**src/slat_pkg.sv**
```systemverilog
`timescale 1ns / 1ps

package slat_pkg;

	// configuration register indexes
	localparam logic REG_SBOX = 1'b0;
	localparam logic REG_DIR  = 1'b1;

	typedef struct packed {
		logic              valid;
		logic [3:0]        mask;
		logic signed [5:0] bias;
		logic [4:0]        mag;
	} slat_ent_t;

	typedef struct packed {
		logic clear;
		logic push;
		logic pop;
	} slat_ctl_t;

endpackage

```
**src/slat_corr.sv**
```systemverilog
`timescale 1ns / 1ps

module slat_corr
	import slat_pkg::*;
#(
	parameter int SBOX_VALUES = 16
) (
	input  logic [63:0]       sbox,
	input  logic              dir,
	input  logic [3:0]        row,
	input  logic [3:0]        partner,
	output logic signed [5:0] bias,
	output logic [4:0]        mag
);

	logic [15:0] agree;
	logic [3:0]  a;
	logic [3:0]  b;
	logic [4:0]  hits;
	logic [5:0]  diff;

	assign a = dir ? partner : row;
	assign b = dir ? row : partner;

	always_comb begin
		for (int x = 0; x < 16; x++) begin
			if (x < SBOX_VALUES) begin
				agree[x] = (^(a & 4'(x))) == (^(b & sbox[4*x +: 4]));
			end else begin
				agree[x] = 1'b0;
			end
		end
	end

	assign hits = 5'($countones(agree));
	assign diff = {hits, 1'b0} - 6'(SBOX_VALUES);
	assign bias = signed'(diff);
	assign mag  = diff[5] ? 5'(6'(-diff)) : diff[4:0];

endmodule

```
**src/slat_cell.sv**
```systemverilog
`timescale 1ns / 1ps

module slat_cell
	import slat_pkg::*;
(
	input  logic      clk,
	input  logic      arst_n,
	input  slat_ctl_t ctl,
	input  slat_ent_t new_ent,
	input  slat_ent_t left_ent,
	input  logic      left_better,
	input  slat_ent_t right_ent,
	output slat_ent_t ent,
	output logic      better
);

	slat_ent_t ent_q;

	// ties keep the held entry: earlier partner mask stays ahead
	assign better = new_ent.valid && (!ent_q.valid || (new_ent.mag > ent_q.mag));
	assign ent    = ent_q;

	always_ff @(posedge clk or negedge arst_n) begin
		if (!arst_n) begin
			ent_q <= '0;
		end else if (ctl.clear) begin
			ent_q.valid <= 1'b0;
		end else if (ctl.pop) begin
			ent_q <= right_ent;
		end else if (ctl.push) begin
			if (left_better) begin
				ent_q <= left_ent;
			end else if (better) begin
				ent_q <= new_ent;
			end
		end
	end

endmodule

```
**src/sbox_linear_approx_row_sorter_core.sv**
```systemverilog
`timescale 1ns / 1ps
// Sequence: a row transfer starts ST_COMPUTE, passes ST_DRAIN and ends in ST_EMIT, which
//   gives k results (at least one); a new row is taken only back in ST_IDLE. Rows are
//   paced by the correlation unit visiting one partner mask per cycle into ins_s1,
//   and by the cell chain shifting one sorted result per cycle when not stalled.
// Reset: asynchronous, active low; registers return to zero, the cell chain empties.

module sbox_linear_approx_row_sorter_core
	import slat_pkg::*;
#(
	parameter int SBOX_VALUES = 16
) (
	input  logic              clk,
	input  logic              arst_n,
	input  logic              cfg_we,
	input  logic              cfg_index,
	input  logic [63:0]       cfg_data,
	input  logic              in_valid,
	output logic              in_stall,
	input  logic [3:0]        row_mask,
	output logic              out_valid,
	input  logic              out_stall,
	output logic [3:0]        partner_mask,
	output logic signed [5:0] bias,
	output logic [2:0]        partner_weight,
	output logic              none_found,
	output logic              last
);

	localparam logic [3:0] PLAST = 4'(SBOX_VALUES - 1);

	typedef enum logic [1:0] {
		ST_IDLE,
		ST_COMPUTE,
		ST_DRAIN,
		ST_EMIT
	} state_t;

	state_t            state_q;
	logic [63:0]       sbox_q;
	logic              dir_q;
	logic [3:0]        row_q;
	logic [3:0]        p_q;
	logic              first_q;
	slat_ent_t         ins_s1;
	logic signed [5:0] corr_bias;
	logic [4:0]        corr_mag;

	logic              out_valid_q;
	logic [3:0]        mask_q;
	logic signed [5:0] bias_q;
	logic [2:0]        weight_q;
	logic              none_q;
	logic              last_q;

	slat_ctl_t         ctl;
	slat_ent_t         ent     [SBOX_VALUES];
	logic              better  [SBOX_VALUES];
	slat_ent_t         left_e  [SBOX_VALUES];
	logic              left_b  [SBOX_VALUES];
	slat_ent_t         right_e [SBOX_VALUES];

	logic in_xfer;
	logic load;

	assign in_xfer  = in_valid && !in_stall;
	assign in_stall = state_q != ST_IDLE;
	assign load     = (state_q == ST_EMIT) && (!out_valid_q || !out_stall);

	always_ff @(posedge clk or negedge arst_n) begin
		if (!arst_n) begin
			sbox_q <= '0;
			dir_q  <= 1'b0;
		end else if (cfg_we) begin
			case (cfg_index)
				REG_SBOX: sbox_q <= cfg_data;
				REG_DIR:  dir_q  <= cfg_data[0];
				default:  ;
			endcase
		end
	end

	slat_corr #(
		.SBOX_VALUES(SBOX_VALUES)
	) u_corr (
		.sbox    (sbox_q),
		.dir     (dir_q),
		.row     (row_q),
		.partner (p_q),
		.bias    (corr_bias),
		.mag     (corr_mag)
	);

	always_ff @(posedge clk or negedge arst_n) begin
		if (!arst_n) begin
			ins_s1 <= '0;
		end else begin
			ins_s1.valid <= (state_q == ST_COMPUTE) && (corr_bias != 6'sd0);
			ins_s1.mask  <= p_q;
			ins_s1.bias  <= corr_bias;
			ins_s1.mag   <= corr_mag;
		end
	end

	assign ctl.clear = in_xfer;
	assign ctl.push  = ins_s1.valid;
	assign ctl.pop   = load;

	always_comb begin
		for (int i = 0; i < SBOX_VALUES; i++) begin
			left_e[i]  = (i == 0) ? slat_ent_t'('0) : ent[(i == 0) ? 0 : i - 1];
			left_b[i]  = (i == 0) ? 1'b0 : better[(i == 0) ? 0 : i - 1];
			right_e[i] = (i == SBOX_VALUES - 1) ? slat_ent_t'('0)
				: ent[(i == SBOX_VALUES - 1) ? i : i + 1];
		end
	end

	for (genvar g = 0; g < SBOX_VALUES; g++) begin : g_cell
		slat_cell u_cell (
			.clk         (clk),
			.arst_n      (arst_n),
			.ctl         (ctl),
			.new_ent     (ins_s1),
			.left_ent    (left_e[g]),
			.left_better (left_b[g]),
			.right_ent   (right_e[g]),
			.ent         (ent[g]),
			.better      (better[g])
		);
	end

	always_ff @(posedge clk or negedge arst_n) begin
		if (!arst_n) begin
			state_q     <= ST_IDLE;
			row_q       <= '0;
			p_q         <= '0;
			first_q     <= 1'b0;
			out_valid_q <= 1'b0;
			mask_q      <= '0;
			bias_q      <= '0;
			weight_q    <= '0;
			none_q      <= 1'b0;
			last_q      <= 1'b0;
		end else begin
			if (out_valid_q && !out_stall && !load) begin
				out_valid_q <= 1'b0;
			end
			case (state_q)
				ST_IDLE: begin
					if (in_xfer) begin
						row_q   <= row_mask;
						p_q     <= '0;
						state_q <= ST_COMPUTE;
					end
				end
				ST_COMPUTE: begin
					p_q <= p_q + 4'd1;
					if (p_q == PLAST) begin
						state_q <= ST_DRAIN;
					end
				end
				ST_DRAIN: begin
					first_q <= 1'b1;
					state_q <= ST_EMIT;
				end
				ST_EMIT: begin
					if (load) begin
						first_q     <= 1'b0;
						out_valid_q <= 1'b1;
						if (!ent[0].valid) begin
							mask_q   <= '0;
							bias_q   <= '0;
							weight_q <= '0;
							none_q   <= 1'b1;
							last_q   <= 1'b1;
							state_q  <= ST_IDLE;
						end else begin
							mask_q   <= ent[0].mask;
							bias_q   <= ent[0].bias;
							weight_q <= 3'($countones(ent[0].mask));
							none_q   <= 1'b0;
							last_q   <= !ent[1].valid;
							if (!ent[1].valid) begin
								state_q <= ST_IDLE;
							end
						end
					end
				end
				default: state_q <= ST_IDLE;
			endcase
		end
	end

	assign out_valid      = out_valid_q;
	assign partner_mask   = mask_q;
	assign bias           = bias_q;
	assign partner_weight = weight_q;
	assign none_found     = none_q;
	assign last           = last_q;

	a_none_shape: assert property (@(posedge clk) disable iff (!arst_n)
		out_valid && none_found |-> last && bias == 6'sd0 && partner_mask == 4'd0)
		else $error("empty-row result malformed");

	a_nonzero_bias: assert property (@(posedge clk) disable iff (!arst_n)
		out_valid && !none_found |-> bias != 6'sd0)
		else $error("zero bias emitted");

	a_head_order: assert property (@(posedge clk) disable iff (!arst_n)
		ent[0].valid && ent[1].valid |-> ent[0].mag >= ent[1].mag)
		else $error("cell chain out of order");

	a_none_first: assert property (@(posedge clk) disable iff (!arst_n)
		load && !ent[0].valid |-> first_q)
		else $error("empty result after emitted entries");

	a_start: assert property (@(posedge clk) disable iff (!arst_n)
		in_xfer |=> state_q == ST_COMPUTE && p_q == 4'd0)
		else $error("row transfer did not start a sweep");

endmodule
```
**config.mk**
```make
export PLATFORM = sky130hd
export DESIGN_NAME = sbox_linear_approx_row_sorter_core
export DESIGN_NICKNAME = d
export VERILOG_FILES = /design/src/slat_pkg.sv /design/src/slat_corr.sv /design/src/slat_cell.sv /design/src/sbox_linear_approx_row_sorter_core.sv
export SDC_FILE = /design/constraint.sdc
export NUM_CORES = 1
export LEC_CHECK = 0
export ABC_AREA = 0
export BUFFER_PORTS_ARGS = -buffer_cell sky130_fd_sc_hd__buf_2
export CORE_UTILIZATION = 50
export CTS_CLUSTER_DIAMETER = 200
export DETAILED_ROUTE_END_ITERATION = 10
export PLACE_DENSITY = 0.66
export SYNTH_ARGS = -nofsm -noshare
export SYNTH_HDL_FRONTEND = slang
export SYNTH_SLANG_ARGS = --single-unit
```
**constraint.sdc**
```tcl
create_clock -name clk -period 6.7 [get_ports clk]
set_clock_uncertainty 0.1 [all_clocks]
set_input_delay 0.335 -clock clk [delete_from_list [all_inputs] [get_ports clk]]
set_output_delay 0.335 -clock clk [all_outputs]
set_load 0.01 [all_outputs]
```
; Word level (Yosys, flattened, before mapping)
; Index checks and enable logic that the tools add are counted.
[classes]
n_div = 0
mux = 98
reduce_logical = 165
n_addsub = 21
multipliers = 0
n_shift = 0
eq_ne = 23
n_bitwise = 19
order_cmp = 16
[op_table]
columns = operator, count
row1 = $mux 16, 63
row2 = $reduce_xor 4->1, 31
row3 = $gt 5x5->1, 16
row4 = $and 4x4->4, 16
row5 = $reduce_bool 4->1, 15
row6 = $reduce_bool 3->1, 17
row7 = $reduce_and 3->1, 16
row8 = $reduce_and 2->1, 21
row9 = $logic_and 1x1->1, 21
row10 = $mux 1, 21
row11 = $add 1x1->2, 10
row12 = $logic_not 1->1, 20
row13 = $logic_or 1x1->1, 17
row14 = $mux 4, 4
row15 = $add 2x2->3, 5
row16 = $eq 1x1->1, 15
row17 = $mux 2, 5
row18 = $add 3x3->4, 2
row19 = $pmux 2 s4, 1
row20 = $pmux 4 s2, 1
row21 = $reduce_bool 2->1, 4
row22 = $mux 6, 1
row23 = $reduce_bool 6->1, 1
row24 = $sub 6x5->6 const B, 1
row25 = 14 further kinds, 18
[word_totals]
mem_bits_ro = 0
ff_bits = 363
latchBits = 0
word_cells = 421
output_inout_bits = 17
memories = 0
in_bits = 74
ram_bits = 0

; Depth between registers and ports, before layout
; Gate-level depths: netlist (run 1).
[depth]
depth_word = 11
ltp_mapped = 21
ltp_nobuf = 19

; Modules after synthesis
; A second synthesis (run 1) with hierarchy kept.
[hier_totals]
cells_unflattened = 2338
area_unflattened_um2 = 24374.6
[modules_own_cells]
columns = module, cells_per_inst, area_each_um2, seq_area_each_um2, instances
row1 = slat_cell, 111, 1141.1, 400.4, 16
row2 = sbox_linear_approx_row_sorter_core, 283, 4085.2, 2677.6, 1
row3 = slat_corr, 279, 2031.9, 0.0, 1

; Worst setup path after synthesis (run 1)
; Ideal clock, no wire load.
[synth_timing]
path_type = register -> register
startpoint = register dir_q
endpoint = register ins_s1[2] (netlist name)
setup_ns = 0.125
required_time_ns = 6.475
t_arrival_ns = 5.074
n_path_buf = 1
synth_period_minus_slack_ns = 5.299
setup_slack_ns = 1.401
path_stages_with_launch = 19
path_cell_list = dfrtp_1 buf_2 mux2i_1 xnor2_1 xor2_1 xnor2_1 fa_1 fa_1 inv_1 fa_1 inv_1 fa_1 ha_1 inv_1 fa_1 mux2i_1 a2bb2oi_1 nor2_1 mux2_2
[synth_between]
word_cells_on_any_way = 83
cone_classes = add/sub (17) / eq/ne (15) / mux (3) / bitwise (17) / reduce/logical (31)
[synth_rtl]
columns = element, line
row1 = start: declaration, sbox_linear_approx_row_sorter_core.sv:41  ; logic dir_q;
row2 = start signal: assignment, sbox_linear_approx_row_sorter_core.sv:77  ; REG_DIR: dir_q <= cfg_data[0];
row3 = $mux 4, slat_corr.sv:23  ; assign b = dir ? row : partner;
row4 = $and 4x4->4, slat_corr.sv:28  ; agree[x] = (^(a & 4'(x))) == (^(b & sbox[4*x +: 4]));
row5 = $reduce_xor 4->1, slat_corr.sv:28
row6 = $eq 1x1->1 or $not 1->1 (tied branches), slat_corr.sv:28
row7 = $add 1x1->2 (implied by the code), slat_corr.sv:35  ; assign hits = 5'($countones(agree));
row8 = $add 2x2->3 (implied by the code), slat_corr.sv:35
row9 = $add 3x3->4 (implied by the code), slat_corr.sv:35
row10 = $add 4x4->5 (implied by the code) *, slat_corr.sv:35
row11 = $sub 6x5->6 *, slat_corr.sv:36  ; assign diff = {hits, 1'b0} - 6'(SBOX_VALUES);
row12 = via corr_bias[5], sbox_linear_approx_row_sorter_core.sv:46  ; logic signed [5:0] corr_bias;
row13 = $mux 5 *, slat_corr.sv:38  ; assign mag = diff[5] ? 5'(6'(-diff)) : diff[4:0];
row14 = via corr_mag[2], sbox_linear_approx_row_sorter_core.sv:47  ; logic [4:0] corr_mag;
row15 = end: declaration, sbox_linear_approx_row_sorter_core.sv:45  ; slat_ent_t ins_s1;
; The timed path passes the listed nets; every way through them passes the cells marked *.
; A chain may end at the register's enable or synchronous reset.

; Worst setup path in the final report (run 1)
; Same ends and word-level chain as after synthesis.

==> impl_metrics.ini, run 1 <==
[setup_path]
critical-path-top-delay-family = adder cells
crit_path_max_incr_delay_ns = 0.73
worst_path_most_repeated_cell = fa_1
slowest_stage = mux2i_1
worstPathCellList = mux2i_1 -> xnor2_1 -> xor2_1 -> xnor2_1 -> fa_1 -> fa_1 -> inv_1 -> fa_1 -> inv_1 -> fa_1 -> ha_1 -> inv_1 -> fa_1 -> mux2i_1 -> a2bb2oi_1 -> nor2_1 -> mux2_2
end_kind = register
cp.arrival_ns = 6.25
worst-endpoint-required_ns = 7.04
worst-setup-path-type = register to register
timing.critical_path.buf_inv = 3
crit_path_start_kind = register
maximum_fanout_count_along_the_critical_path = 9

[timing]
max_slew.worst_pin.slew_ns = 1.25
final_hold_violation_count = 0
rsz0062_at_grt = no
slew_headroom = 0.161
finalSetupViolations = 0
share_of_the_cycle_needed_by_the_critical_path_after_routing = 0.881
layout_min_cycle_time_ns = 5.90
fmax_ghz = 0.169
final_max_slew_viol_count = 0
totalNegativeSetupSlack_ns = 0

[drt]
dr.first_iter.drc_count = 1670
via_count = 17500
firstDrtPassIters = 5
ant_nets = 0
route.detailed.wl_per_inst_microns = 21.8
drt-vias-per-instance = 6.18
remaining_drc_errors = 0
routed_wl_microns = 61500

[floorplan]
effective_utilization_at_floorplan = 0.507
standard_cell_core_area_sq_um = 43100
std_cell_rows = 76
die_h_microns = 211
io_pins = 91
floorplan.die.width_microns = 211
die_area_sq_um = 44500

[layout]
antenna_diode_count = 0
area_delta_synth_final_pct = 11.6
post_route_cells_drive_above_1_share = 0.169
number_of_nets_in_the_layout = 2377

[logic_synthesis]
synth_nets = 2336
syn-instance-count = 2173
synth-seq-cells = 360
synth_enable_flop_cells = 0
ys_warnings = 0
synth-seq-area-share = 0.413
async_flop_share = 1.00
synth_flop_cell = dfrtp_1
synth.lib_cells_used.distinct = 61
post_synth_instance_area_sq_um = 21800
postSynthAreaPerCell_sq_um = 10.0

[grt]
remaining_global_route_overflow = 0
number_of_antenna_violations_at_the_first_check_in_global_routing = 0
vias_in_the_first_global_route = 17400
grt_pass1_wl_microns = 98700
pin_count_of_the_biggest_net_entering_global_routing = 219
grt_util_all_layers = 0.279

[cts]
clockBufferDepth = 3
clk_latency_ns = 0.57
cts_made_buffers = 42
tritoncts = yes
cts.sinks = 360
cts.htree.levels = 2
cts_root_buf = clkbuf_16
buffers_inserted_by_post_cts_timing_repair = 0
cts.repair.resized = 0
clkTransAtPathRegs_ns = 0.06
cts_hold_buffers = 70

[status]
run_status = finished clean

[job]
cap_violations = 0

[min_path]
hold_class = input pin to register

[place]
hpwlAfterDp_microns = 39300
io_buffer_count = 90
gp_congestion = 0.846
## Yosys cell counts, types with 11 or more instances
master,n,share of area
a31oi_1,20,0.0057
a21oi_1,45,0.010
o211ai_1,15,0.0052
o22ai_1,12,0.0034
o2111a_1,15,0.0077
mux2_1,73,0.038
nor2_1,25,0.0043
nand3_1,57,0.013
o311ai_0,12,0.0048
inv_1,112,0.019
nor3_1,110,0.025
xor2_1,24,0.0096
fa_1,11,0.010
mux2i_1,63,0.029
nor4_1,40,0.011
a221o_1,104,0.048
nand4b_1,11,0.0044
buf_4,14,0.0048
o21ai_0,83,0.019
mux2_2,182,0.094
or2_1,13,0.0037
dfrtp_1,360,0.41
a31oi_4,13,0.013
clkbuf_1,92,0.016
a221oi_1,40,0.016
ha_1,78,0.045
buf_2,60,0.014
xnor2_1,54,0.022
nand2_1,346,0.060
## routing by layer
metal,vias up,global-route usage,part of all wire
met3,117,0.0439,0.059
met5,-,0,0
met2,610,0.434,0.45
met4,0,0.107,0.037
li1,7971,-,-
met1,8752,0.393,0.45
## path summary, 6_finish.rpt
| path | from | end | slack [ns] | cells past startpoint |
|---|---|---|---|---|
| worst min register to register | bias[0]$_DFFE_PN0P_ | bias[0]$_DFFE_PN0P_ | 0.36 | 2 |
| worst min-delay path | cfg_we | dir_q$_DFFE_PN0P_ | 0.06 | 3 |
| worst max register to register | dir_q$_DFFE_PN0P_ | ins_s1[2]$_DFF_PN0_ | 0.80 | 17 |
| max in group asynchronous | arst_n | sbox_q[28]$_DFFE_PN0P_ | 4.67 | 3 |
| min in group asynchronous | arst_n | g_cell[11].u_cell.ent[6]$_DFFE_PN0P_ | 0.32 | 2 |
| worst max-delay path | dir_q$_DFFE_PN0P_ | ins_s1[2]$_DFF_PN0_ | 0.80 | 17 |
## stage by stage
step | setup slack, ns | cell area, sq um | hold slack (ns) | utilization | std cells
finish | 0.795 | 24400 | 0.0573 | 0.565 | 2823
CTS | 0.793 | 24400 | 0.0263 | 0.565 | 2823
detailed placement | 0.795 | 22300 | 0.356 | 0.518 | 2685
global placement | 0.997 | 22300 | 0.346 | 0.518 | 2685
global route | 0.448 | 24400 | 0.0632 | 0.565 | 2823
floorplan | 1.40 | 21800 | -0.0606 | - | 2173
## final cells by class
| class | count | area (sq um) |
|---|---|---|
| Clock buffer | 60 | 1270 |
| Timing Repair Buffer | 177 | 1330 |
| Fill cell | 3680 | 18700 |
| Clock inverter | 8 | 50.0 |
| Sequential cell | 360 | 9010 |
| Inverter | 112 | 420 |
| Multi-Input combinational cell | 1521 | 11500 |
| Tap cell | 585 | 732 |
## placed cells by master (no fill, tap or decap), types with 57 or more instances in the layout
cell type / synthesis / layout
nand2_1: 346 / 346
inv_1: 112 / 112
buf_2: 60 / 89
nand3_1: 57 / 57
a221o_1: 104 / 104
mux2_2: 182 / 182
dfrtp_1: 360 / 360
ha_1: 78 / 78
mux2i_1: 63 / 63
mux2_1: 73 / 73
nor3_1: 110 / 110
o21ai_0: 83 / 83
dlygate4sd3_1: 0 / 70
## state kept, by name, indices dropped and copies added (netlist names)
register           flops
sbox_q                64
partner_weight         3
ins_s1                12
last                   1
state_q                2
row_q                  4
dir_q                  1
p_q                    4
ctl                    1
none_found             1
bias                   6
out_valid              1
partner_mask           4
g_cell.u_cell.ent    256
## cells by family (layout without fill, tap and decap cells)
kind of cell / after synthesis / in the layout / share of synthesized area
XOR/XNOR: 78 / 78 / 0.0313
multiplexers: 318 / 318 / 0.160
AND/OR/NAND/NOR: 630 / 630 / 0.130
AO/OA/AOI/OAI: 406 / 406 / 0.152
adder cells (fa/ha/maj): 89 / 89 / 0.0548
flip-flops: 360 / 360 / 0.413
buffers and inverters: 292 / 357 / 0.0592
## worst reg2reg max path: stages (launching register included)
cell	delay (ns)
dfrtp_1	0.56
mux2i_1	0.73
xnor2_1	0.32
xor2_1	0.24
xnor2_1	0.26
fa_1	0.48
fa_1	0.51
inv_1	0.05
fa_1	0.54
inv_1	0.05
fa_1	0.47
ha_1	0.16
inv_1	0.06
fa_1	0.48
mux2i_1	0.16
a2bb2oi_1	0.09
nor2_1	0.16
mux2_2	0.35
Power of run 1 is not shown: default switching activity piles up to over one toggle a cycle in this logic, so the estimate is an artifact.
==> inputs of run 2 (changes only) <==
- REMOVE_ABC_BUFFERS: unset -> 1
==> run 2 against run 1 <==
Sequential share of layout area shrank 0.23 points. Setup slack lost 0.020 ns. Sequential cell count is the same. Via count grew 1.2%. First-iteration DRC count shrank 4.6%. Final area grew 0.62%. Register-to-register slack lost 0.02 ns. Critical path type unchanged. Count of clock-buffer cells in the layout is the same. Largest cell class unchanged.
==> impl_metrics.ini, run 2 (synthesized netlist as in run 1, its figures left out) <==
[setup_path]
cp.arrival_ns = 6.27
setup.worst_path.start = dir_q$_DFFE_PN0P_
worst-setup-path-type = register to register
launching_point_of_the_worst_reg2reg_path = dir_q$_DFFE_PN0P_
worstPathCellList = mux2i_1 -> xnor2_1 -> xor2_1 -> xnor2_1 -> fa_1 -> fa_1 -> inv_1 -> fa_1 -> inv_1 -> fa_1 -> ha_1 -> inv_1 -> fa_1 -> mux2i_1 -> a2bb2oi_1 -> nor2_1 -> mux2_2
slowest_stage = mux2i_1
maximum_fanout_count_along_the_critical_path = 9
worst_path_most_repeated_cell = fa_1
worst-endpoint-required_ns = 7.05
end_kind = register
crit_path_max_incr_delay_ns = 0.70
crit_path_start_kind = register

[grt]
grt_use_met1 = 0.391
grt_util_all_layers = 0.289
number_of_antenna_violations_at_the_first_check_in_global_routing = 1
grt_pass1_wl_microns = 102000
use_met3 = 0.0395
vias_in_the_first_global_route = 18100
use_met2 = 0.464
pin_count_of_the_biggest_net_entering_global_routing = 203
remaining_global_route_overflow = 0
most_utilized_layer_in_the_global_route_result = met2

[min_path]
holdCritStartpoint = cfg_we
hold_class = input pin to register

[floorplan]
std_cell_rows = 76
floorplan.die.width_microns = 211
die_area_sq_um = 44500
die_h_microns = 211
effective_utilization_at_floorplan = 0.507
standard_cell_core_area_sq_um = 43100
io_pins = 91

[cts]
buffers_inserted_by_post_cts_timing_repair = 0
cts.repair.resized = 0
clkTransAtPathRegs_ns = 0.06
tritoncts = yes
clockBufferDepth = 3
cts.htree.levels = 2
cts_hold_buffers = 70
cts.sinks = 360
cts_root_buf = clkbuf_16
cts_made_buffers = 40
clk_latency_ns = 0.58

[place]
hpwlAfterDp_microns = 40500
dpl-instance-area_sq_um = 22400
pre_cts_slack_ns = 0.745
gp_congestion = 0.858
io_buffer_count = 90

[layout]
mostFrequentLayoutCell = dfrtp_1
layout.cell_area.non_filler_sq_um = 24500
area_delta_synth_final_pct = 12.3
largest_register_ff_count = 256
number_of_nets_in_the_layout = 2383
final_cell_mix = dfrtp_1 (360), nand2_1 (346), mux2_2 (182)
antenna_diode_count = 0
post_route_cells_drive_above_1_share = 0.172

[timing]
rsz0062_at_grt = no
totalNegativeSetupSlack_ns = 0
share_of_the_cycle_needed_by_the_critical_path_after_routing = 0.884
final_max_slew_viol_count = 0
worst_hold_slack_ns = 0.0440
postLayoutSetupSlackWorst_ns = 0.776
final_hold_violation_count = 0
fmax_ghz = 0.169
layout_min_cycle_time_ns = 5.92
max_slew.worst_pin.slew_ns = 1.21
slew_headroom = 0.191
finalSetupViolations = 0

[drt]
drt-vias-per-instance = 6.23
route.detailed.wl_per_inst_microns = 22.4
dr.first_iter.drc_count = 1593
ant_nets = 0
routed_wl_microns = 63600
via_count = 17700
firstDrtPassIters = 5
remaining_drc_errors = 0

[job]
cap_violations = 0

[status]
run_status = finished clean
-- run 2: cell count changes in the layout (fill, tap and decap cells not counted) --
cell | previous run | this run
buf_4 | 14 | 22
bufinv_16 | 0 | 5
clkbuf_1 | 4 | 7
clkbuf_16 | 43 | 41
clkbuf_8 | 13 | 12
clkinv_2 | 6 | 2
clkinv_4 | 0 | 1
clkinvlp_4 | 0 | 1
inv_6 | 1 | 2
inv_8 | 1 | 0
-- run 2: layout make-up --
cell class / count / area [sq um]
Fill cell: 3701 / 18600
Multi-Input combinational cell: 1521 / 11500
Sequential cell: 360 / 9010
Timing Repair Buffer: 185 / 1390
Clock buffer: 60 / 1220
Tap cell: 585 / 732
Inverter: 112 / 420
Clock inverter: 11 / 194
-- run 2: per-layer routing --
| layer | part of all wire | routed length (microns) |
|---|---|---|
| met1 | 0.43 | 27200 |
| met2 | 0.47 | 30100 |
| met3 | 0.057 | 3620 |
| met4 | 0.041 | 2640 |
| met5 | 0.00017 | 11 |
-- run 2: worst max-delay path: cells and delay by family, from the launching register on --
kind                       cells  cell delay (ns)
buffers and inverters          3             0.17
AOI/OAI and AO/OA              1             0.11
adders and majority gates      6             2.67
DFF                            1             0.56
muxes                          3             1.23
xor gates and xnor gates       3             0.79
and+or+nand+nor                1             0.15
-- run 2: path summary, 6_finish.rpt --
path | to | slack (ns) | cells past startpoint
hold / removal | dir_q$_DFFE_PN0P_ | 0.04 | 3
setup reg to reg | ins_s1[2]$_DFF_PN0_ | 0.78 | 17
setup / recovery | ins_s1[2]$_DFF_PN0_ | 0.78 | 17
hold reg to reg | bias[0]$_DFFE_PN0P_ | 0.36 | 2
max in group asynchronous | sbox_q[62]$_DFFE_PN0P_ | 4.80 | 3
min in group asynchronous | g_cell[9].u_cell.ent[5]$_DFFE_PN0P_ | 0.32 | 2
-- run 2: through the flow --
step | cells | util
floorplan | 1993 | -
global placement | 2693 | 0.520
detailed placement | 2693 | 0.520
CTS | 2834 | 0.569
global route | 2834 | 0.569
finish | 2834 | 0.569
Power of run 2 is left out for the same reason.
==> inputs of run 3 (changes only) <==
- PLACE_DENSITY: 0.66 -> unset
- PLACE_DENSITY_LB_ADDON: unset -> 0.3
==> run 3 against run 2 <==
Setup slack gained 0.022 ns. First-iteration DRC count grew 5.6%. Final cell count is essentially flat. Routed wire length shrank 1.6%. Highest routed layer is now met4.
==> impl_metrics.ini, run 3 (synthesized netlist as in run 1, its figures left out) <==
[cts]
cts.sinks = 360
clkTransAtPathRegs_ns = 0.06
cts_root_buf = clkbuf_16
cts.htree.levels = 2
clk_latency_ns = 0.57
clockBufferDepth = 3
cts_made_buffers = 41
tritoncts = yes

[setup_path]
worst_path_most_repeated_cell = fa_1
worst-setup-path-type = register to register
maximum_fanout_count_along_the_critical_path = 9
crit_path_start_kind = register
worstPathCellList = mux2i_1 -> xnor2_1 -> xnor2_1 -> xnor2_1 -> fa_1 -> inv_1 -> fa_1 -> fa_1 -> inv_1 -> fa_1 -> ha_1 -> inv_1 -> fa_1 -> mux2i_1 -> a2bb2oi_1 -> nor2_1 -> mux2_2
setup.worst_path.start = dir_q$_DFFE_PN0P_
end_kind = register
cp.arrival_ns = 6.26
launching_point_of_the_worst_reg2reg_path = dir_q$_DFFE_PN0P_
reg2reg_to = ins_s1[2]$_DFF_PN0_
worst_setup_path_endpoint = ins_s1[2]$_DFF_PN0_
worst_r2r_path_depth = 17
worst-endpoint-required_ns = 7.06
r2r_setup_slack_ns = 0.80
slowest_stage = mux2i_1
crit_path_max_incr_delay_ns = 0.67

[timing]
share_of_the_cycle_needed_by_the_critical_path_after_routing = 0.881
slew_headroom = 0.196
final_max_slew_viol_count = 0
final_hold_violation_count = 0
fmax_ghz = 0.169
rsz0062_at_grt = no
layout_min_cycle_time_ns = 5.90
max_slew.worst_pin.slew_ns = 1.21
finalSetupViolations = 0
totalNegativeSetupSlack_ns = 0

[drt]
drt-vias-per-instance = 6.23
remaining_drc_errors = 0
firstDrtPassIters = 5
dr.first_iter.drc_count = 1682
routed_wl_microns = 62600
via_count = 17700
route.detailed.wl_per_inst_microns = 22.1
ant_nets = 0

[grt]
vias_in_the_first_global_route = 17900
use_met2 = 0.453
grt_util_all_layers = 0.283
use_met3 = 0.0446
remaining_global_route_overflow = 0
grt_use_met1 = 0.379
pin_count_of_the_biggest_net_entering_global_routing = 163
grt_pass1_wl_microns = 99400
most_utilized_layer_in_the_global_route_result = met2
number_of_antenna_violations_at_the_first_check_in_global_routing = 0

[floorplan]
standard_cell_core_area_sq_um = 43100
std_cell_rows = 76
floorplan.die.width_microns = 211
io_pins = 91
effective_utilization_at_floorplan = 0.507
die_area_sq_um = 44500
die_h_microns = 211

[job]
cap_violations = 0

[layout]
instances_no_fill = 2836
final_core_util = 0.572
mostFrequentLayoutCell = dfrtp_1
final_cell_mix = dfrtp_1 (360), nand2_1 (346), mux2_2 (182)
largest_register_ff_count = 256
area_delta_synth_final_pct = 12.8
post_route_cells_drive_above_1_share = 0.176
fillers = 3597
layout.cell_area.non_filler_sq_um = 24600
antenna_diode_count = 0
number_of_nets_in_the_layout = 2382

[place]
dpl-instance-area_sq_um = 22400
io_buffer_count = 90
placedCellCount = 2691
hpwlAfterDp_microns = 39800
gp_congestion = 0.885

[min_path]
hold_class = input pin to register

[status]
run_status = finished clean
==> run 3: what timing repair did <==
| item | in CTS | in global routing |
|---|---|---|
| hold buffers | 70 | 0 |
| setup buffers | 0 | 0 |
| gates resized for setup | 0 | 0 |
| endpoints found under the hold margin | 178 | 0 |
==> run 3: worst min path at each step <==
stage                                start                     endpoint  slack [ns]  cells past startpoint
2_1_floorplan                       arst_n          bias[0]$_DFFE_PN0P_       -0.06                      0
3_3_place_gp   partner_mask[2]$_DFFE_PN0P_  partner_mask[2]$_DFFE_PN0P_        0.35                      2
3_5_place_dp   partner_mask[2]$_DFFE_PN0P_  partner_mask[2]$_DFFE_PN0P_        0.35                      2
4_1_cts                           in_valid           p_q[1]$_DFFE_PN0P_        0.04                      3
5_1_grt                           in_valid           p_q[0]$_DFFE_PN0P_        0.08                      3
6_report                            cfg_we            dir_q$_DFFE_PN0P_        0.05                      3
==> run 3: layout make-up <==
class	instances	area, sq um	share of cell area
flip-flops and latches	360	9010	0.366
multi-input cells	1521	11500	0.469
repair buffers	183	1370	0.0557
inverters	112	420	0.0171
clock buffers	51	1170	0.0477
well taps	585	732	0.0297
clock inverters	24	370	0.0150
==> run 3: worst max-delay path, delay by kind of cell (launching register included) <==
kind / cells / cell delay, ns
XOR/XNOR: 3 / 0.84
AO/OA/AOI/OAI: 1 / 0.11
multiplexers: 3 / 1.22
adder cells (fa/ha/maj): 6 / 2.65
flip-flops: 1 / 0.55
AND/OR/NAND/NOR: 1 / 0.15
buffers and inverters: 3 / 0.17
==> run 3: layer usage <==
layer  wire length [microns]  share of wire  vias up
met2                   29400           0.47      680
met4                    2530          0.040        0
met5                       0              0        -
met3                    4330          0.069      162
met1                   26300           0.42     8842
li1                        -              -     7987
==> run 3: stage by stage <==
step,setup WS [ns],hold WS (ns)
after floorplan,-7.64,-0.0606
after global placement,1.01,0.345
after detailed placement,0.805,0.351
after CTS,0.809,0.0437
after global routing,0.529,0.0764
final,0.798,0.0525
Power of run 3 is left out for the same reason.
